$ cat config.mk
export PLATFORM = sky130hd
export DESIGN_NAME = swiglu_ctrl
export DESIGN_NICKNAME = d
export VERILOG_FILES = /design/src/design/swiglu_pkg.sv /design/src/design/swiglu_ctrl.sv
export SDC_FILE = /design/constraint.sdc
export NUM_CORES = 1
export LEC_CHECK = 0
export BUFFER_PORTS_ARGS = -buffer_cell sky130_fd_sc_hd__buf_2
export CAP_MARGIN = 20
export CORE_AREA = 2 2 39 41
export CTS_BUF_LIST = sky130_fd_sc_hd__clkbuf_8
export DETAILED_ROUTE_END_ITERATION = 7
export DIE_AREA = 0 0 41 43
export PLACE_DENSITY_LB_ADDON = 0.25
export SLEW_MARGIN = 20
export SYNTH_ARGS = -nofsm -noshare
export SYNTH_HDL_FRONTEND = slang
export SYNTH_SLANG_ARGS = --single-unit
$ cat constraint.sdc
create_clock -name i_clk -period 1.15 [get_ports i_clk]
set_input_delay 0.115 -clock i_clk [delete_from_list [all_inputs] [get_ports i_clk]]
set_output_delay 0.115 -clock i_clk [all_outputs]
set_load 0.01 [all_outputs]
$ cat src/design/swiglu_pkg.sv
`timescale 1ns / 1ps
// Shared constants, types and elaboration-time functions of the SwiGLU matrix-vector core.
package swiglu_pkg;

    localparam int MAX_MODEL_DIM_DEF   = 1024;
    localparam int MAX_FFN_DIM_DEF     = 8192;
    localparam int SIGMOID_ENTRIES_DEF = 1024;

    localparam int KIND_W = 3;
    localparam int VAL_W  = 16;
    localparam int OIDX_W = 10;
    localparam int MDIM_W = 11;
    localparam int FDIM_W = 14;
    localparam int CFG_W  = 14;
    localparam int CIDX_W = 1;
    localparam int ACC_W  = 48;
    localparam int SIG_W  = 13;
    localparam int SIG_MAX = 4096;
    localparam int SIG_AW  = 12;

    localparam logic [63:0] EXP_STEP = 64'd4293918848;

    localparam logic [KIND_W-1:0] KIND_INPUT = 3'd0;
    localparam logic [KIND_W-1:0] KIND_GU_W  = 3'd1;
    localparam logic [KIND_W-1:0] KIND_GU_B  = 3'd2;
    localparam logic [KIND_W-1:0] KIND_DN_W  = 3'd3;
    localparam logic [KIND_W-1:0] KIND_DN_B  = 3'd4;

    localparam logic [CIDX_W-1:0] REG_MODEL_DIM = 1'b0;
    localparam logic [CIDX_W-1:0] REG_FFN_DIM   = 1'b1;

    typedef struct packed {
        logic accept;
        logic mul;
        logic acc;
        logic sig;
        logic gs;
        logic silu;
        logic pu;
        logic wr;
    } t_cmd;

    typedef struct packed {
        logic is_mac;
        logic is_bias;
        logic hold;
    } t_status;

    typedef logic [SIG_W-1:0] t_sig_tab [SIG_MAX];

    function automatic logic [63:0] udiv(input logic [63:0] num, input logic [63:0] den);
        logic [64:0] rem;
        logic [63:0] quo;
        rem = '0;
        quo = '0;
        for (int k = 63; k >= 0; k--) begin
            rem = {rem[63:0], num[k]};
            if (rem >= {1'b0, den}) begin
                rem = rem - {1'b0, den};
                quo[k] = 1'b1;
            end
        end
        return quo;
    endfunction

    function automatic logic [SIG_W-1:0] sig_pos(input logic [95:0] e);
        logic [63:0] d;
        logic [63:0] num;
        d = (64'd1 << 32) + e[63:0];
        num = (64'd1 << 44) + (d >> 1);
        return SIG_W'(udiv(num, d));
    endfunction

    function automatic t_sig_tab sig_table(input int n);
        t_sig_tab t;
        logic [95:0] e;
        int u;
        int z;
        t = '{default: '0};
        e = 96'd1 << 32;
        u = 0;
        for (int i = 0; i < n; i++) begin
            z = int'(udiv(64'(i) * 64'd65536, 64'(n))) - 32768;
            if (z >= 0) begin
                while (u < z) begin
                    e = ((e * 96'(EXP_STEP)) + (96'd1 << 31)) >> 32;
                    u++;
                end
                t[i] = sig_pos(e);
            end
        end
        e = 96'd1 << 32;
        u = 0;
        for (int i = n; i > 0; i--) begin
            z = int'(udiv(64'(i - 1) * 64'd65536, 64'(n))) - 32768;
            if (z < 0) begin
                while (u < -z) begin
                    e = ((e * 96'(EXP_STEP)) + (96'd1 << 31)) >> 32;
                    u++;
                end
                t[i - 1] = SIG_W'(13'd4096 - sig_pos(e));
            end
        end
        return t;
    endfunction

    // Q8.24 to Q4.12: round half up, saturate to 16 bits.
    function automatic logic signed [VAL_W-1:0] conv(input logic signed [49:0] v);
        logic signed [49:0] w;
        logic signed [49:0] q;
        w = v + 50'sd2048;
        q = w >>> 12;
        if (q > 50'sd32767) begin
            return 16'sh7FFF;
        end else if (q < -50'sd32768) begin
            return 16'sh8000;
        end
        return q[VAL_W-1:0];
    endfunction

endpackage

$ cat src/design/swiglu_ctrl.sv
`timescale 1ns / 1ps
// Controller state machine that sequences each accepted word through the datapath.
module swiglu_ctrl (
    input  logic                i_clk,
    input  logic                i_rst_n,
    input  logic                i_valid,
    output logic                o_ready,
    input  swiglu_pkg::t_status i_status,
    output swiglu_pkg::t_cmd    o_cmd
);
    typedef enum logic [2:0] {
        ST_IDLE, ST_MUL, ST_ACC, ST_SIG, ST_GS, ST_SILU, ST_PU, ST_WR
    } t_state;

    t_state r_state;
    t_state n_state;
    logic   ready;
    logic   accept;

    assign ready  = (r_state == ST_IDLE) && !i_status.hold;
    assign accept = i_valid && ready;

    always_comb begin
        n_state = r_state;
        unique case (r_state)
            ST_IDLE: begin
                if (accept && i_status.is_mac) begin
                    n_state = ST_MUL;
                end else if (accept && i_status.is_bias) begin
                    n_state = ST_SIG;
                end
            end
            ST_MUL:  n_state = ST_ACC;
            ST_ACC:  n_state = ST_IDLE;
            ST_SIG:  n_state = ST_GS;
            ST_GS:   n_state = ST_SILU;
            ST_SILU: n_state = ST_PU;
            ST_PU:   n_state = ST_WR;
            ST_WR:   n_state = ST_IDLE;
            default: n_state = ST_IDLE;
        endcase
    end

    always_ff @(posedge i_clk) begin
        if (!i_rst_n) begin
            r_state <= ST_IDLE;
        end else begin
            r_state <= n_state;
        end
    end

    assign o_ready     = ready;
    assign o_cmd.accept = accept;
    assign o_cmd.mul   = (r_state == ST_MUL);
    assign o_cmd.acc   = (r_state == ST_ACC);
    assign o_cmd.sig   = (r_state == ST_SIG);
    assign o_cmd.gs    = (r_state == ST_GS);
    assign o_cmd.silu  = (r_state == ST_SILU);
    assign o_cmd.pu    = (r_state == ST_PU);
    assign o_cmd.wr    = (r_state == ST_WR);

`ifndef NO_ASSERTIONS
    a_ready_idle: assert property (@(posedge i_clk) disable iff (!i_rst_n)
        ready |-> r_state == ST_IDLE) else $error("ready outside idle");
    a_wr_after_pu: assert property (@(posedge i_clk) disable iff (!i_rst_n)
        r_state == ST_WR |-> $past(r_state) == ST_PU) else $error("bad write sequence");
    a_mac_start: assert property (@(posedge i_clk) disable iff (!i_rst_n)
        accept && i_status.is_mac |=> r_state == ST_MUL) else $error("mac not started");
`endif
endmodule

==> reports/metrics.yaml <==
run_status:
  outcome: "finished clean"
worst_setup_path:
  path_buf_inv: 1
  cp_slowest_cell: "dfxtp_4"
  crit_family: "flip-flops"
  critPathLaunchType: "register"
  cp.arrival_ns: 0.99
  max_stage_delay_ns: 0.38
  worstPathMaxFanout: 12
  cp.required_ns: 1.03
  cp.depth: 2
  crit_type: "register to output port"
  reg2reg_depth: 2
  endpoint_kind: "output port"
  path_cells: "nor4_2 > buf_2"
floorplanning:
  placementRows: 14
  dieWidth_um: 41
  core-area_mm2: 0.001384
  die_y_um: 43
  num_io_pins: 15
  die_area_mm2: 0.001763
  start_util: 0.1646
clock_network:
  clk_pin_slew_ns: 0.03
  cts_buffer_depth: 2
  cts-htree-levels: 1
  cts.sinks: 3
  clock_latency_ns: 0.21
  root_buffer: "clkbuf_8"
  numCtsBuffers: 3
  cts_tree: "yes"
timing:
  hold_ws_ns: 0.1495
  post-route-period-util: 0.9617
  fin_ws_ns: 0.04404
  fmax_mhz: 904.2
  setup_viol: 0
  rsz0062_at_grt: "true"
  worstMarginPinSlew_ns: 0.2188
  finClkSkew_ns: 0.002870
  finalHoldViolations: 0
  drv_slew: 0
  min_period_ns: 1.106
  finalSetupTns_ns: 0
  slew-limit-headroom: 0.8538
pwr:
  p_leak_nw: 0.2001
  ir_drop_mv: 0.5535
  power_density_mw_per_mm2: 1272
global_route:
  grt_usage: 0.06928
  grt_pass1_vias: 199
  antenna_found_initial: 0
  grt_pass1_wl_um: 772
  grt_start_max_net_pins: 13
  grt-ovfl-total: 0
place:
  io_buffers: 14
  dpl_worst_slack_ns: 0.08553
  dp_cells: 55
  place_congestion: 0.5874
detailed_routing:
  via_per_inst: 4.067
  wl_per_cell_um: 9.067
  ant_nets: 0
  vias: 244
  drt_pass1_iterations: 4
  wl_um: 544
  drc: 0
  drtIter0Drc: 3
synth:
  avgSynthCellArea_um2: 7.852
  ys_seq_elements: 3
  syn-instance-count: 29
  synth_top_cell_by_area: "dfxtp_1"
  synth_top_cell_area_share: 0.2637
  yosys_warnings: 0
  synthDistinctLibCells: 17
  ys_seq_area_frac: 0.2637
  syn-num-nets: 35
  syn_area_um2: 227.7
  synthTopCellsByArea: "dfxtp_1 26%, buf_4 6.6%, nor2_1 6.6%, nor4b_2 6.6%, nand2b_4 6.0%"
hold_path:
  hold_class: "input port to register"
  min_path_cells: 2
cells_and_area:
  regMostFlops: "r_state"
  antenna_cells: 0
  largest_register_ff_count: 3
  area_delta_synth_final_pct: 62.09
  nets: 51
  final_cell_mix: "14 x buf_2, 4 x nor2_1, 3 x nand2_1, 3 x clkbuf_8, 3 x dfxtp_4"
  seqCellArea_um2: 71.32
  final_common_cell: "buf_2"
  instances_no_fill: 60
  n_fill_cell: 155
  drive_above_1_share: 0.5909
  top_regs: "r_state x3"
  multi_input_area_um2: 151.4
flow_run:
  cap_viol_max_count: 0
[cells in the mapped netlist]
cell type / count
nand2_1: 3
nor3_1: 2
buf_4: 2
o211a_1: 1
nor3b_1: 1
nor4_1: 2
and3_1: 2
and2_1: 1
xnor2_1: 1
inv_1: 1
nor4b_2: 1
nand2b_4: 1
nor2_1: 4
nand2b_1: 1
buf_2: 2
dfxtp_1: 3
o311a_1: 1
[worst paths after layout]
kind                           start                 endpoint  slack [ns]
max          r_state[2]$_SDFFE_PN0P_                  o_ready        0.04
max reg2reg  r_state[1]$_SDFFE_PN0P_  r_state[1]$_SDFFE_PN0P_        0.19
min reg2reg  r_state[0]$_SDFFE_PN0P_  r_state[0]$_SDFFE_PN0P_        0.58
min                          i_rst_n  r_state[2]$_SDFFE_PN0P_        0.15
[power by group]
group | switching (mW) | internal, mW | total [mW]
combinational | 0.0265 | 0.0330 | 0.0595
clock | 0.0662 | 0.227 | 0.293
sequential | 0.0110 | 0.106 | 0.117
[logic make-up after synthesis]
logic type / count (synthesis) / synth area share
simple gates: 18 / 0.4835
compound gates: 2 / 0.08792
flops: 3 / 0.2637
xor+xnor: 1 / 0.03847
buf+inv: 5 / 0.1263
[final cells by class]
type | instances | share of cell area
timing repair buffer | 15 | 0.2102
multi-input combinational | 21 | 0.4102
inverter | 1 | 0.01017
tap | 16 | 0.05424
clock buffer | 3 | 0.1119
clock inverter | 1 | 0.01017
sequential | 3 | 0.1932
[per-stage QoR]
stage	total power [mW]	util	instance area [µm²]
3_3_place_gp	0.1735	0.2116	292.8
5_1_grt	0.4903	0.2667	369.1
2_1_floorplan	0.1541	-	227.7
6_report	0.4696	0.2667	369.1
3_5_place_dp	0.1738	0.2116	292.8
4_1_cts	0.4781	0.2514	347.8
[worst reg2reg max path, stage by stage, from the launching register on]
cell and delay [ns]:
dfxtp_4 0.36, buf_4 0.15, o311a_1 0.33
[metal layers]
layer  part of all wire  track usage  vias to the layer above
met5                  0            0                        -
met1               0.49      0.08360                      103
met3              0.077      0.03141                        0
met2               0.43      0.08750                       11
li1                   -            -                      130
met4                  0      0.06000                        0
[what timing repair did]
| action | CTS | global route |
|---|---|---|
| setup buffers | 0 | 1 |
| cloned | 0 | 0 |
| pin swaps | 1 | 0 |
| gates resized for setup | 4 | 5 |
| endpoints found under the setup margin | 9 | 7 |
| hold buffers | 0 | 0 |
Power figures use the tool's default switching activity.
